File: config.mk
export PLATFORM = sky130hd
export DESIGN_NAME = icid_div6
export DESIGN_NICKNAME = d
export VERILOG_FILES = /design/src/hw/rtl/icid_pkg.sv /design/src/hw/rtl/icid_div6.sv
export SDC_FILE = /design/constraint.sdc
export NUM_CORES = 1
export LEC_CHECK = 0
export ABC_CLOCK_PERIOD_IN_PS = 8000
export BUFFER_PORTS_ARGS = -buffer_cell sky130_fd_sc_hd__buf_2
export CORE_AREA = 5 5 149 151
export DETAILED_ROUTE_END_ITERATION = 7
export DIE_AREA = 0 0 154 156
export PLACE_DENSITY = 0.81
export SLEW_MARGIN = 0
export SYNTH_ARGS = -nofsm -noshare
export SYNTH_HDL_FRONTEND = slang
export SYNTH_SLANG_ARGS = --single-unit
File: constraint.sdc
create_clock -name clk -period 8 [get_ports clk]
set_input_delay 0 -clock clk [delete_from_list [all_inputs] [get_ports clk]]
set_output_delay 0 -clock clk [all_outputs]
set_load 0.1 [all_outputs]
File: src/hw/rtl/icid_pkg.sv
// ----------------------------------------------------------------------------
// icid_pkg: shared types, constants and saturation helpers
// Holds the sequencer state type, fixed datapath widths, configuration
// register indexes and the saturating arithmetic used by the integrator.
// ----------------------------------------------------------------------------
package icid_pkg;

    // Fixed datapath widths: Q16.16 samples, Q16.48 accumulators.
    localparam int SAMPLE_W   = 32;
    localparam int ACC_W      = 64;
    localparam int PROD_W     = 2 * ACC_W;
    localparam int FRAC_W     = ACC_W - 16;
    localparam int CONE_SHIFT = FRAC_W + 1;
    localparam int OUT_SHIFT_PASS = 32;
    localparam int CFG_IDX_W  = 3;
    localparam int STEP_W     = 3;

    // Configuration register indexes.
    localparam logic [CFG_IDX_W-1:0] CFG_RATIO  = 3'd0;
    localparam logic [CFG_IDX_W-1:0] CFG_MODE   = 3'd1;
    localparam logic [CFG_IDX_W-1:0] CFG_UNITS  = 3'd2;
    localparam logic [CFG_IDX_W-1:0] CFG_SPER   = 3'd3;
    localparam logic [CFG_IDX_W-1:0] CFG_OPER   = 3'd4;
    localparam logic [CFG_IDX_W-1:0] CFG_ORATE  = 3'd5;

    // Reset values of the configuration registers.
    localparam logic [15:0] RATIO_RST = 16'd1;
    localparam logic [31:0] SPER_RST  = 32'd4294967;
    localparam logic [31:0] OPER_RST  = 32'd4294967;
    localparam logic [31:0] ORATE_RST = 32'd65536000;

    localparam logic signed [ACC_W-1:0] ACC_MAX = {1'b0, {(ACC_W-1){1'b1}}};
    localparam logic signed [ACC_W-1:0] ACC_MIN = {1'b1, {(ACC_W-1){1'b0}}};
    localparam logic signed [SAMPLE_W-1:0] SMP_MAX = {1'b0, {(SAMPLE_W-1){1'b1}}};
    localparam logic signed [SAMPLE_W-1:0] SMP_MIN = {1'b1, {(SAMPLE_W-1){1'b0}}};

    typedef enum logic [3:0] {
        ST_IDLE,
        ST_DIV_GO,
        ST_DIV_WAIT,
        ST_DLT_GO,
        ST_DLT_WAIT,
        ST_CRS_GO,
        ST_CRS_WAIT,
        ST_OUT_GO,
        ST_OUT_WAIT,
        ST_DONE
    } state_t;

    // Saturating add of two accumulator words.
    function automatic logic signed [ACC_W-1:0] sat_add(
        input logic signed [ACC_W-1:0] a,
        input logic signed [ACC_W-1:0] b
    );
        logic signed [ACC_W:0] s;
        s = {a[ACC_W-1], a} + {b[ACC_W-1], b};
        if (s[ACC_W] != s[ACC_W-1])
            return s[ACC_W] ? ACC_MIN : ACC_MAX;
        return s[ACC_W-1:0];
    endfunction

    // Saturate a full product word to the accumulator range.
    function automatic logic signed [ACC_W-1:0] sat_to_acc(input logic signed [PROD_W-1:0] x);
        if (x[PROD_W-1:ACC_W-1] != {(PROD_W-ACC_W+1){x[PROD_W-1]}})
            return x[PROD_W-1] ? ACC_MIN : ACC_MAX;
        return x[ACC_W-1:0];
    endfunction

    // Saturate a full product word to the sample range.
    function automatic logic signed [SAMPLE_W-1:0] sat_to_smp(input logic signed [PROD_W-1:0] x);
        if (x[PROD_W-1:SAMPLE_W-1] != {(PROD_W-SAMPLE_W+1){x[PROD_W-1]}})
            return x[PROD_W-1] ? SMP_MIN : SMP_MAX;
        return x[SAMPLE_W-1:0];
    endfunction

    // Sign-extend a sample to accumulator width.
    function automatic logic signed [ACC_W-1:0] sext(input logic signed [SAMPLE_W-1:0] v);
        return {{(ACC_W-SAMPLE_W){v[SAMPLE_W-1]}}, v};
    endfunction

endpackage

File: src/hw/rtl/icid_div6.sv
// ----------------------------------------------------------------------------
// icid_div6: serial divide by six
// Divides a signed 64-bit word by six, truncating toward zero, one byte of
// quotient per cycle using a reciprocal multiply on the partial remainder.
// ----------------------------------------------------------------------------
module icid_div6 (
    input  logic                               clk,
    input  logic                               rst_n,
    input  logic                               start,
    input  logic signed [icid_pkg::ACC_W-1:0]  dividend,
    output logic                               done,
    output logic signed [icid_pkg::ACC_W-1:0]  quotient
);

    localparam int W       = icid_pkg::ACC_W;
    localparam int DIGIT_W = 8;
    localparam int STEPS   = W / DIGIT_W;
    localparam int T_W     = DIGIT_W + 3;
    localparam int RCP_W   = 14;
    localparam int RCP_SH  = 16;
    localparam logic [RCP_W-1:0] RECIP6 = 14'd10923;
    localparam int CNT_W   = $clog2(STEPS + 1);

    logic                  busy_reg, busy_next;
    logic [CNT_W-1:0]      step_reg, step_next;
    logic                  done_reg, done_next;
    logic                  neg_reg, neg_next;
    logic [W-1:0]          mag_reg, mag_next;
    logic [2:0]            rem_reg, rem_next;
    logic [W-1:0]          q_reg, q_next;
    logic signed [W-1:0]   quot_reg, quot_next;

    logic [T_W-1:0]          t_val;
    logic [T_W+RCP_W-1:0]    t_scaled;
    logic [DIGIT_W-1:0]      q_digit;
    logic [T_W-1:0]          r_val;

    always_comb
    begin
        t_val    = {rem_reg, mag_reg[W-1:W-DIGIT_W]};
        t_scaled = t_val * RECIP6;
        q_digit  = t_scaled[RCP_SH+DIGIT_W-1:RCP_SH];
        r_val    = t_val - (({3'b0, q_digit} << 2) + ({3'b0, q_digit} << 1));
    end

    always_comb
    begin
        busy_next = busy_reg;
        step_next = step_reg;
        done_next = 1'b0;
        neg_next  = neg_reg;
        mag_next  = mag_reg;
        rem_next  = rem_reg;
        q_next    = q_reg;
        quot_next = quot_reg;
        if (!busy_reg)
        begin
            if (start)
            begin
                busy_next = 1'b1;
                step_next = '0;
                neg_next  = dividend[W-1];
                mag_next  = dividend[W-1] ? (~dividend + 1'b1) : dividend;
                rem_next  = 3'd0;
                q_next    = '0;
            end
        end
        else if (step_reg == CNT_W'(STEPS))
        begin
            quot_next = neg_reg ? (~q_reg + 1'b1) : q_reg;
            done_next = 1'b1;
            busy_next = 1'b0;
        end
        else
        begin
            step_next = step_reg + 1'b1;
            mag_next  = mag_reg << DIGIT_W;
            rem_next  = r_val[2:0];
            q_next    = {q_reg[W-DIGIT_W-1:0], q_digit};
        end
    end

    always_ff @(posedge clk or negedge rst_n)
    begin
        if (!rst_n)
        begin
            busy_reg <= 1'b0;
            step_reg <= '0;
            done_reg <= 1'b0;
        end
        else
        begin
            busy_reg <= busy_next;
            step_reg <= step_next;
            done_reg <= done_next;
        end
    end

    always_ff @(posedge clk)
    begin
        neg_reg  <= neg_next;
        mag_reg  <= mag_next;
        rem_reg  <= rem_next;
        q_reg    <= q_next;
        quot_reg <= quot_next;
    end

    assign done     = done_reg;
    assign quotient = quot_reg;

endmodule

==> impl_metrics.toml <==
[outcome]
outcome = "finished, final reports clean"

[timing]
slew_headroom_pct = 28.9
finalHoldViolations = 0
grt_setup_unrepaired = "no"
setup_viol_count_final = 0
period_share_pct = 75.0
fmaxAchievable_mhz = 167
worstMarginPinSlew_ns = 1.07
setup-tns-final_ns = 0
clock_skew_ns = 0.0307
period_needed_ns = 6.00
slew_viol_final = 0

[clocking]
cts_tree = "built"
cts_buffers = 22
cts_root_buf = "clkbuf_16"
path_clk_slew_ns = 0.07
cts_resized = 0
h-tree-depth = 1
cts_sinks = 202
post_cts_buffers = 0
clockBufferDepth = 3
cts_hold_buf = 62
clock_latency_ns = 0.52

[worst_setup_path]
required_ns = 8.25
start_kind = "flip-flop"
arrival_ns = 6.25
cp_slowest_cell = "or4b_2"
cp-end-kind = "flip-flop"
path_delay_family = "adder cells"
critPathKind = "flip-flop to flip-flop"
crit_fanout = 4
crit_chain = "ha_1 -> fa_1 -> inv_1 -> fa_1 -> inv_1 -> fa_1 -> inv_1 -> fa_1 -> inv_1 -> ha_1 -> a21o_1 -> or4b_2 -> a22oi_1 -> xnor2_1 -> ha_1 -> xnor2_1 -> xnor2_1 -> xnor2_1 -> nor2_1"
critical_path_buf_inv_count = 4
cp_slowest_stage_delay_ns = 0.62

[global_route]
track_usage_pct = 22.5
grt_pass1_vias = 8738
grt_start_max_net_pins = 118
antenna_found_initial = 0
grt_pass1_wl_um = 44300
overflow = 0

[logic_synthesis]
async_flop_share_pct = 2.97
syn_inst = 1069
yosys_warnings = 0
postSynthAreaPerCell_um2 = 11.5
yosysUniqueCellTypes = 54
ys.flop_type = "edfxtp_1"
synth_nets = 1248
synth-seq-cells = 202
syn-cell-area_um2 = 12300
ys_seq_area_share_pct = 49.2
synth_enable_flop_cells = 196

[finish]
area_growth_pct = 18.3
multiInputGateArea_um2 = 5770
postLayoutCellArea_um2 = 14500
regArea_um2 = 6040
antennaDiodeCount = 0
nets = 1433
drive_above_1_share_pct = 16.0
n_fill_cell = 1406

[floorplanning]
initial_utilization_pct = 59.3
rows = 53
fp.dieH_um = 156
die_width_um = 154
io_pins = 132
die_area_um2 = 24000
core_area_um2 = 20700

[detailed_routing]
wl_um = 27300
drtPass1Iterations = 5
drtIter0Drc = 666
viasPerCell = 5.63
drc = 0
wire_per_inst_um = 17.7
vias = 8693
ant_nets = 0

[placement]
place_congestion = 0.918
placed_area_um2 = 13200
io_buffers = 131
dpl.hpwl_um = 18100

[job]
maxCapViolations = 0

[hold_path]
hp-class = "input port to flip-flop"
routing by layer:
metal	vias to the layer above	track usage (%)	routed length, um
li1	4151	-	-
met1	4135	29.2	11300
met2	353	39.5	13500
met3	54	3.94	1920
met4	0	5.59	613
met5	-	0	0
stage by stage:
step	setup slack (ns)	instances	hold WS, ns	util [%]
detailed placement	2.05	1443	-0.161	63.6
floorplan	2.46	1069	-0.296	-
global route	1.73	1544	0.0334	70.1
global placement	2.20	1443	-0.169	63.6
CTS	1.98	1544	0.0149	70.1
finish	2.00	1544	0.00998	70.1
cells in the mapped netlist, drive strengths merged (12+ instances only):
master	number	share of area [%]
a21oi	14	0.57
and2	58	3.0
clkbuf	32	0.98
edfxtp	196	48
fa	36	5.9
ha	76	7.8
inv	87	2.7
mux2	12	1.1
nand2	99	3.1
nor2	45	1.4
nor3	13	0.57
o21ai	96	3.9
o31ai	40	2.5
o41ai	16	1.4
or3	19	1.1
or4	14	0.98
xnor2	83	5.9
xor2	56	4.0
placed cells by master, fill, tap and decap left out, types with 6 or more instances in the layout:
cell type,instances
nand2b_1,7
nand2_1,97
fa_1,36
nor3_1,12
mux2_2,12
nand3_1,10
o21ai_0,96
xnor2_1,83
clkinv_1,6
a21o_1,9
and2_1,57
or4_1,10
o31ai_1,38
ha_1,76
or3_1,15
nor2_1,44
inv_1,86
a21oi_1,14
xor2_1,56
o41ai_1,12
edfxtp_1,196
dlygate4sd3_1,62
buf_2,131
clkbuf_16,22
layout make-up:
class / instances / area share (%)
clock buffer: 27 / 3.93
clock inverter: 12 / 0.992
inverter: 88 / 2.28
multi-input combinational: 743 / 39.8
sequential: 202 / 41.6
tap: 275 / 2.37
timing repair buffer: 197 / 9.01
tightest hold or removal path: stages:
cell     delay, ns
buf_2         0.12
xor2_1        0.07
o21ai_0       0.19
logic make-up (layout without fill, tap and decap cells):
family,Yosys count,after routing,synth area share [%]
flip-flops,202,202,49.2
AO/OA/AOI/OAI,190,190,9.89
buffers and inverters,124,324,3.81
XOR/XNOR,139,139,9.93
adder cells (fa/ha/maj),112,112,13.6
multiplexers,13,13,1.18
AND/OR/NAND/NOR,289,289,12.3
final timing paths:
kind | start | end | slack [ns] | cells after the start
min | dividend[60] | mag_reg[60]$_DFFE_PP_ | 0.01 | 3
min reg2reg | mag_reg[54]$_DFFE_PP_ | mag_reg[62]$_DFFE_PP_ | 0.50 | 2
max | mag_reg[63]$_DFFE_PP_ | rem_reg[2]$_SDFFCE_PN0P_ | 2.00 | 19
max in group asynchronous | rst_n | busy_reg$_DFF_PN0_ | 7.24 | 3
min in group asynchronous | rst_n | step_reg[1]$_DFFE_PN0P_ | 0.48 | 3
max reg2reg | mag_reg[63]$_DFFE_PP_ | rem_reg[2]$_SDFFCE_PN0P_ | 2.00 | 19
Power is left out: the tool's default activity adds up to more than one toggle a clock period on the data nets, which glitch-free logic cannot reach.
