<file path="src/hw/rtl/icid_pkg.sv">
// ----------------------------------------------------------------------------
// icid_pkg: shared types, constants and saturation helpers
// Holds the sequencer state type, fixed datapath widths, configuration
// register indexes and the saturating arithmetic used by the integrator.
// ----------------------------------------------------------------------------
package icid_pkg;

    // Fixed datapath widths: Q16.16 samples, Q16.48 accumulators.
    localparam int SAMPLE_W   = 32;
    localparam int ACC_W      = 64;
    localparam int PROD_W     = 2 * ACC_W;
    localparam int FRAC_W     = ACC_W - 16;
    localparam int CONE_SHIFT = FRAC_W + 1;
    localparam int OUT_SHIFT_PASS = 32;
    localparam int CFG_IDX_W  = 3;
    localparam int STEP_W     = 3;

    // Configuration register indexes.
    localparam logic [CFG_IDX_W-1:0] CFG_RATIO  = 3'd0;
    localparam logic [CFG_IDX_W-1:0] CFG_MODE   = 3'd1;
    localparam logic [CFG_IDX_W-1:0] CFG_UNITS  = 3'd2;
    localparam logic [CFG_IDX_W-1:0] CFG_SPER   = 3'd3;
    localparam logic [CFG_IDX_W-1:0] CFG_OPER   = 3'd4;
    localparam logic [CFG_IDX_W-1:0] CFG_ORATE  = 3'd5;

    // Reset values of the configuration registers.
    localparam logic [15:0] RATIO_RST = 16'd1;
    localparam logic [31:0] SPER_RST  = 32'd4294967;
    localparam logic [31:0] OPER_RST  = 32'd4294967;
    localparam logic [31:0] ORATE_RST = 32'd65536000;

    localparam logic signed [ACC_W-1:0] ACC_MAX = {1'b0, {(ACC_W-1){1'b1}}};
    localparam logic signed [ACC_W-1:0] ACC_MIN = {1'b1, {(ACC_W-1){1'b0}}};
    localparam logic signed [SAMPLE_W-1:0] SMP_MAX = {1'b0, {(SAMPLE_W-1){1'b1}}};
    localparam logic signed [SAMPLE_W-1:0] SMP_MIN = {1'b1, {(SAMPLE_W-1){1'b0}}};

    typedef enum logic [3:0] {
        ST_IDLE,
        ST_DIV_GO,
        ST_DIV_WAIT,
        ST_DLT_GO,
        ST_DLT_WAIT,
        ST_CRS_GO,
        ST_CRS_WAIT,
        ST_OUT_GO,
        ST_OUT_WAIT,
        ST_DONE
    } state_t;

    // Saturating add of two accumulator words.
    function automatic logic signed [ACC_W-1:0] sat_add(
        input logic signed [ACC_W-1:0] a,
        input logic signed [ACC_W-1:0] b
    );
        logic signed [ACC_W:0] s;
        s = {a[ACC_W-1], a} + {b[ACC_W-1], b};
        if (s[ACC_W] != s[ACC_W-1])
            return s[ACC_W] ? ACC_MIN : ACC_MAX;
        return s[ACC_W-1:0];
    endfunction

    // Saturate a full product word to the accumulator range.
    function automatic logic signed [ACC_W-1:0] sat_to_acc(input logic signed [PROD_W-1:0] x);
        if (x[PROD_W-1:ACC_W-1] != {(PROD_W-ACC_W+1){x[PROD_W-1]}})
            return x[PROD_W-1] ? ACC_MIN : ACC_MAX;
        return x[ACC_W-1:0];
    endfunction

    // Saturate a full product word to the sample range.
    function automatic logic signed [SAMPLE_W-1:0] sat_to_smp(input logic signed [PROD_W-1:0] x);
        if (x[PROD_W-1:SAMPLE_W-1] != {(PROD_W-SAMPLE_W+1){x[PROD_W-1]}})
            return x[PROD_W-1] ? SMP_MIN : SMP_MAX;
        return x[SAMPLE_W-1:0];
    endfunction

    // Sign-extend a sample to accumulator width.
    function automatic logic signed [ACC_W-1:0] sext(input logic signed [SAMPLE_W-1:0] v);
        return {{(ACC_W-SAMPLE_W){v[SAMPLE_W-1]}}, v};
    endfunction

endpackage

</file>
<file path="src/hw/rtl/icid_mul.sv">
// ----------------------------------------------------------------------------
// icid_mul: shared signed 64x64 multiplier
// Forms the exact 128-bit product from four 32x32 partial products over
// successive cycles, then restores the sign.
// ----------------------------------------------------------------------------
module icid_mul (
    input  logic                                  clk,
    input  logic                                  rst_n,
    input  logic                                  start,
    input  logic signed [icid_pkg::ACC_W-1:0]     op_a,
    input  logic signed [icid_pkg::ACC_W-1:0]     op_b,
    output logic                                  busy,
    output logic                                  done,
    output logic signed [icid_pkg::PROD_W-1:0]    product
);

    localparam int HW = icid_pkg::ACC_W / 2;

    logic                              busy_reg, busy_next;
    logic [2:0]                        step_reg, step_next;
    logic                              done_reg, done_next;
    logic                              neg_reg, neg_next;
    logic [icid_pkg::ACC_W-1:0]        ua_reg, ua_next;
    logic [icid_pkg::ACC_W-1:0]        ub_reg, ub_next;
    logic [icid_pkg::ACC_W-1:0]        pp_reg, pp_next;
    logic [1:0]                        pp_sh_reg, pp_sh_next;
    logic [icid_pkg::PROD_W-1:0]       acc_reg, acc_next;
    logic signed [icid_pkg::PROD_W-1:0] prod_reg, prod_next;

    logic [HW-1:0]                     a_half;
    logic [HW-1:0]                     b_half;
    logic [icid_pkg::PROD_W-1:0]       pp_word;

    always_comb
    begin
        a_half = step_reg[1] ? ua_reg[icid_pkg::ACC_W-1:HW] : ua_reg[HW-1:0];
        b_half = step_reg[0] ? ub_reg[icid_pkg::ACC_W-1:HW] : ub_reg[HW-1:0];
        case (pp_sh_reg)
            2'd0:    pp_word = {{icid_pkg::ACC_W{1'b0}}, pp_reg};
            2'd1:    pp_word = {{HW{1'b0}}, pp_reg, {HW{1'b0}}};
            default: pp_word = {pp_reg, {icid_pkg::ACC_W{1'b0}}};
        endcase
    end

    always_comb
    begin
        busy_next  = busy_reg;
        step_next  = step_reg;
        done_next  = 1'b0;
        neg_next   = neg_reg;
        ua_next    = ua_reg;
        ub_next    = ub_reg;
        pp_next    = pp_reg;
        pp_sh_next = pp_sh_reg;
        acc_next   = acc_reg;
        prod_next  = prod_reg;
        if (!busy_reg)
        begin
            if (start)
            begin
                busy_next = 1'b1;
                step_next = 3'd0;
                neg_next  = op_a[icid_pkg::ACC_W-1] ^ op_b[icid_pkg::ACC_W-1];
                ua_next   = op_a[icid_pkg::ACC_W-1] ? (~op_a + 1'b1) : op_a;
                ub_next   = op_b[icid_pkg::ACC_W-1] ? (~op_b + 1'b1) : op_b;
                acc_next  = '0;
            end
        end
        else
        begin
            step_next = step_reg + 3'd1;
            if (step_reg < 3'd4)
            begin
                pp_next    = a_half * b_half;
                pp_sh_next = {1'b0, step_reg[1]} + {1'b0, step_reg[0]};
            end
            if (step_reg >= 3'd1 && step_reg <= 3'd4)
                acc_next = acc_reg + pp_word;
            if (step_reg == 3'd5)
            begin
                prod_next = neg_reg ? (~acc_reg + 1'b1) : acc_reg;
                done_next = 1'b1;
                busy_next = 1'b0;
            end
        end
    end

    always_ff @(posedge clk or negedge rst_n)
    begin
        if (!rst_n)
        begin
            busy_reg <= 1'b0;
            step_reg <= 3'd0;
            done_reg <= 1'b0;
        end
        else
        begin
            busy_reg <= busy_next;
            step_reg <= step_next;
            done_reg <= done_next;
        end
    end

    always_ff @(posedge clk)
    begin
        neg_reg   <= neg_next;
        ua_reg    <= ua_next;
        ub_reg    <= ub_next;
        pp_reg    <= pp_next;
        pp_sh_reg <= pp_sh_next;
        acc_reg   <= acc_next;
        prod_reg  <= prod_next;
    end

    assign busy    = busy_reg;
    assign done    = done_reg;
    assign product = prod_reg;

endmodule

</file>
<file path="config.mk">
export PLATFORM = sky130hd
export DESIGN_NAME = icid_mul
export DESIGN_NICKNAME = d
export VERILOG_FILES = /design/src/hw/rtl/icid_pkg.sv /design/src/hw/rtl/icid_mul.sv
export SDC_FILE = /design/constraint.sdc
export NUM_CORES = 2
export LEC_CHECK = 0
export ABC_CLOCK_PERIOD_IN_PS = 11500
export CORE_ASPECT_RATIO = 0.75
export CORE_MARGIN = 10
export CORE_UTILIZATION = 33
export CTS_CLUSTER_DIAMETER = 80
export DETAILED_ROUTE_END_ITERATION = 7
export DONT_BUFFER_PORTS = 1
export PLACE_DENSITY = 0.5
export SLEW_MARGIN = 10
export SYNTH_ARGS = -nofsm -noshare
export SYNTH_HDL_FRONTEND = slang
export SYNTH_SLANG_ARGS = --single-unit
export TNS_END_PERCENT = 30
</file>
<file path="constraint.sdc">
create_clock -name clk -period 11.5 [get_ports clk]
set_clock_uncertainty 0.15 [all_clocks]
set_input_delay 2.875 -clock clk [delete_from_list [all_inputs] [get_ports clk]]
set_output_delay 2.875 -clock clk [all_outputs]
set_load 0.02 [all_outputs]
</file>
==> impl_results.md <==
* Status: completed
* Post-synth ARST share at 0.0110
* Clock sink total at 456
* Initial Util at 0.332
* Hold Buf Count CTS at 0
* Post-Syn Area at 62700 um2
* H-tree depth at 2
* RD Place Congestion at 0.988
* Share of cells above drive strength 1 at 0.0546
* Startpoint type of the worst setup path: flip-flop
* Fmax at 93.5 MHz
* Core Area at 189000 um2
* Yosys Warn Count at 0
* Mapped Cells at 6766
* CP peak stage delay at 1.11 ns
* Vert. Die Dim at 398 um
* IO buf count at 0
* Unrepaired setup endpoints after global routing: no
* Critical Path Fanout Max at 53
* Post-cts sizing count at 0
* Final wirelength at 248000 um
* Initial antenna violation count at 17
* Final hold violations at 0
* Mean area per synthesized cell at 9.27 um2
* Wire per inst at 27.0 um
* CP dominant cell by count: fa_1
* Post-CTS setup buffers at 0
* Slowest stage cell, crit path: mux2i_4
* Crit Path Class: reg2reg
* Pin count of the biggest net entering global routing at 100
* Setup crit end kind: flip-flop
* Slew Viols, Final at 0
* Sequential element share of the synthesized area at 0.218
* DP Wirelength at 205000 um
* Clock transition at path regs at 0.06 ns
* Hold_ws at 0.392 ns
* Total Routing Usage GR at 0.233
* Max Cap Viol at 0
* Cell Chain, Critical Path: mux2i_4 -> nor2_1 -> fa_1 -> inv_1 -> fa_1 -> fa_1 -> fa_1 -> inv_1 -> fa_1 -> fa_1 -> fa_1 -> fa_1 -> ha_1 -> a21oi_1 -> o21bai_1 -> a21oi_1 -> a31o_2 -> a31o_2 -> o2bb2ai_1 -> a211oi_1 -> o31ai_1 -> a21boi_0 -> o31ai_1 -> xor2_1
* First-pass GRT wire length at 357000 um
* CTS tree: yes
* Via density at 5.52
* Critical Path RT at 11.72 ns
* Final min period at 10.69 ns
* Synth top area cells: fa_1 (29%), edfxtp_1 (22%), ha_1 (7.9%), inv_1 (5.6%), nor2_1 (5.3%)
* Worst skew pair latency at 0.70 ns
* Synth top area share at 0.286
* Yosys reg bits at 456
* Synth Net Count at 8190
* Synth area leader: fa_1
* Worst-margin pin slew at 1.27 ns
* Final setup margin at 0.807 ns
* Residual DRC at 0
* Area added between synthesis and finish at 8.07%
* Global route total overflow at 0
* Initial DRC count at 6055
* Total CTS buffers at 55
* Fin crit share at 0.930
* Crit path DAT at 10.92 ns
* Setup slack after placement at 1.01 ns
* IO Pins at 261
* Yosys cell types at 74
* # setup viols final at 0
* Min-Delay Path Class: reg2reg
* Synth Flop Type: edfxtp_1
* Setup TNS Final at 0 ns
* Die Width at 523 um
* Vias at 50750
* Rows at 138
* Root buf cell: clkbuf_16
* Die area at 208000 um2
* Clock buffer depth at 3
* Slew HR at 0.133
* Layout Nets at 8047
* Post-synth EDFFs at 451
* Vias in the first global route at 49986
* Total iterations of the first detailed-routing run at 5
* Routed Antenna Nets at 0
[layout make-up]
type / instances / area (um2)
Fill cell: 19401 / 121000
Multi-Input combinational cell: 5049 / 44600
Sequential cell: 456 / 13700
Inverter: 942 / 3540
Tap cell: 2520 / 3150
Clock buffer: 64 / 1410
Timing Repair Buffer: 119 / 943
Clock inverter: 36 / 413
Antenna cell: 3 / 7.51
[cell families (layout without fill, tap and decap cells)]
logic type,count (synthesis),in the layout,share of synthesized area
xor gates and xnor gates,420,420,0.0586
and+or+nand+nor,2152,2152,0.151
muxes,165,165,0.0276
DFF,456,456,0.218
adders and majority gates,1293,1293,0.365
buffers and inverters,1261,1161,0.0755
other,0,3,0
AOI/OAI and AO/OA,1019,1019,0.104
[per-layer routing]
| metal | up-vias | routed length [um] | part of all wire | global-route usage |
|---|---|---|---|---|
| met5 | - | 116 | 0.00047 | 0 |
| met4 | 16 | 6070 | 0.024 | 0.0517 |
| met3 | 312 | 29400 | 0.12 | 0.0690 |
| met2 | 2500 | 97500 | 0.39 | 0.316 |
| met1 | 26010 | 115000 | 0.46 | 0.359 |
| li1 | 21912 | - | - | - |
[critical path, delay by kind of cell (launching register included)]
kind,cells,cell delay [ns]
DFF,1,1.10
xor gates and xnor gates,1,0.14
AOI/OAI and AO/OA,10,2.91
muxes,1,1.11
buffers and inverters,2,0.10
and+or+nand+nor,1,0.18
adders and majority gates,9,4.61
[cells in the final DEF (no fill, tap or decap), drive strengths merged, types with 87 or more instances in the layout]
master	count
a21o	106
a21oi	297
buf	119
edfxtp	451
fa	897
ha	396
inv	944
mux2i	103
nand2	708
nand4	87
nor2	889
o21ai	233
o31ai	94
xnor2	344
[metrics by stage]
| stage | utilization | instances | instance area [um2] |
|---|---|---|---|
| 2_1_floorplan | - | 6766 | 62700 |
| 3_3_place_gp | 0.349 | 9086 | 66000 |
| 3_5_place_dp | 0.349 | 9086 | 66000 |
| 4_1_cts | 0.359 | 9186 | 67800 |
| 5_1_grt | 0.359 | 9186 | 67800 |
| 6_report | 0.359 | 9189 | 67800 |
[cell usage after synthesis, types with 37 or more instances]
cell and number:
nand2_1 708, o31ai_1 92, xnor2_1 344, o21bai_1 54, nand4_1 87, fa_1 897
o41ai_1 40, or3_1 49, o21ai_0 230, nand2b_1 40, mux2i_1 103, edfxtp_1 451
nor2_1 889, nor3_1 62, xor2_1 76, inv_1 941, clkbuf_1 299, a21o_1 106
or4_1 37, and2_1 86, a21oi_1 297, ha_1 396, nand3_1 58, mux2_2 54
[final timing paths]
| kind | from | end | slack [ns] | cells past startpoint |
|---|---|---|---|---|
| setup / recovery | step_reg[1]$_DFFE_PN0P_ | pp_reg[58]$_DFFE_PP_ | 0.81 | 24 |
| hold / removal | acc_reg[0]$_SDFFCE_PN0P_ | product[0]$_DFFE_PP_ | 0.39 | 0 |
| setup reg to reg | step_reg[1]$_DFFE_PN0P_ | pp_reg[58]$_DFFE_PP_ | 0.81 | 24 |
| hold reg to reg | acc_reg[0]$_SDFFCE_PN0P_ | product[0]$_DFFE_PP_ | 0.39 | 0 |
| max in group asynchronous | rst_n | busy$_DFF_PN0_ | 9.35 | 0 |
| min in group asynchronous | rst_n | done$_DFF_PN0_ | 1.75 | 0 |
Power is not shown: default switching activity piles up to over one toggle a cycle in this logic, so the estimate is an artifact.
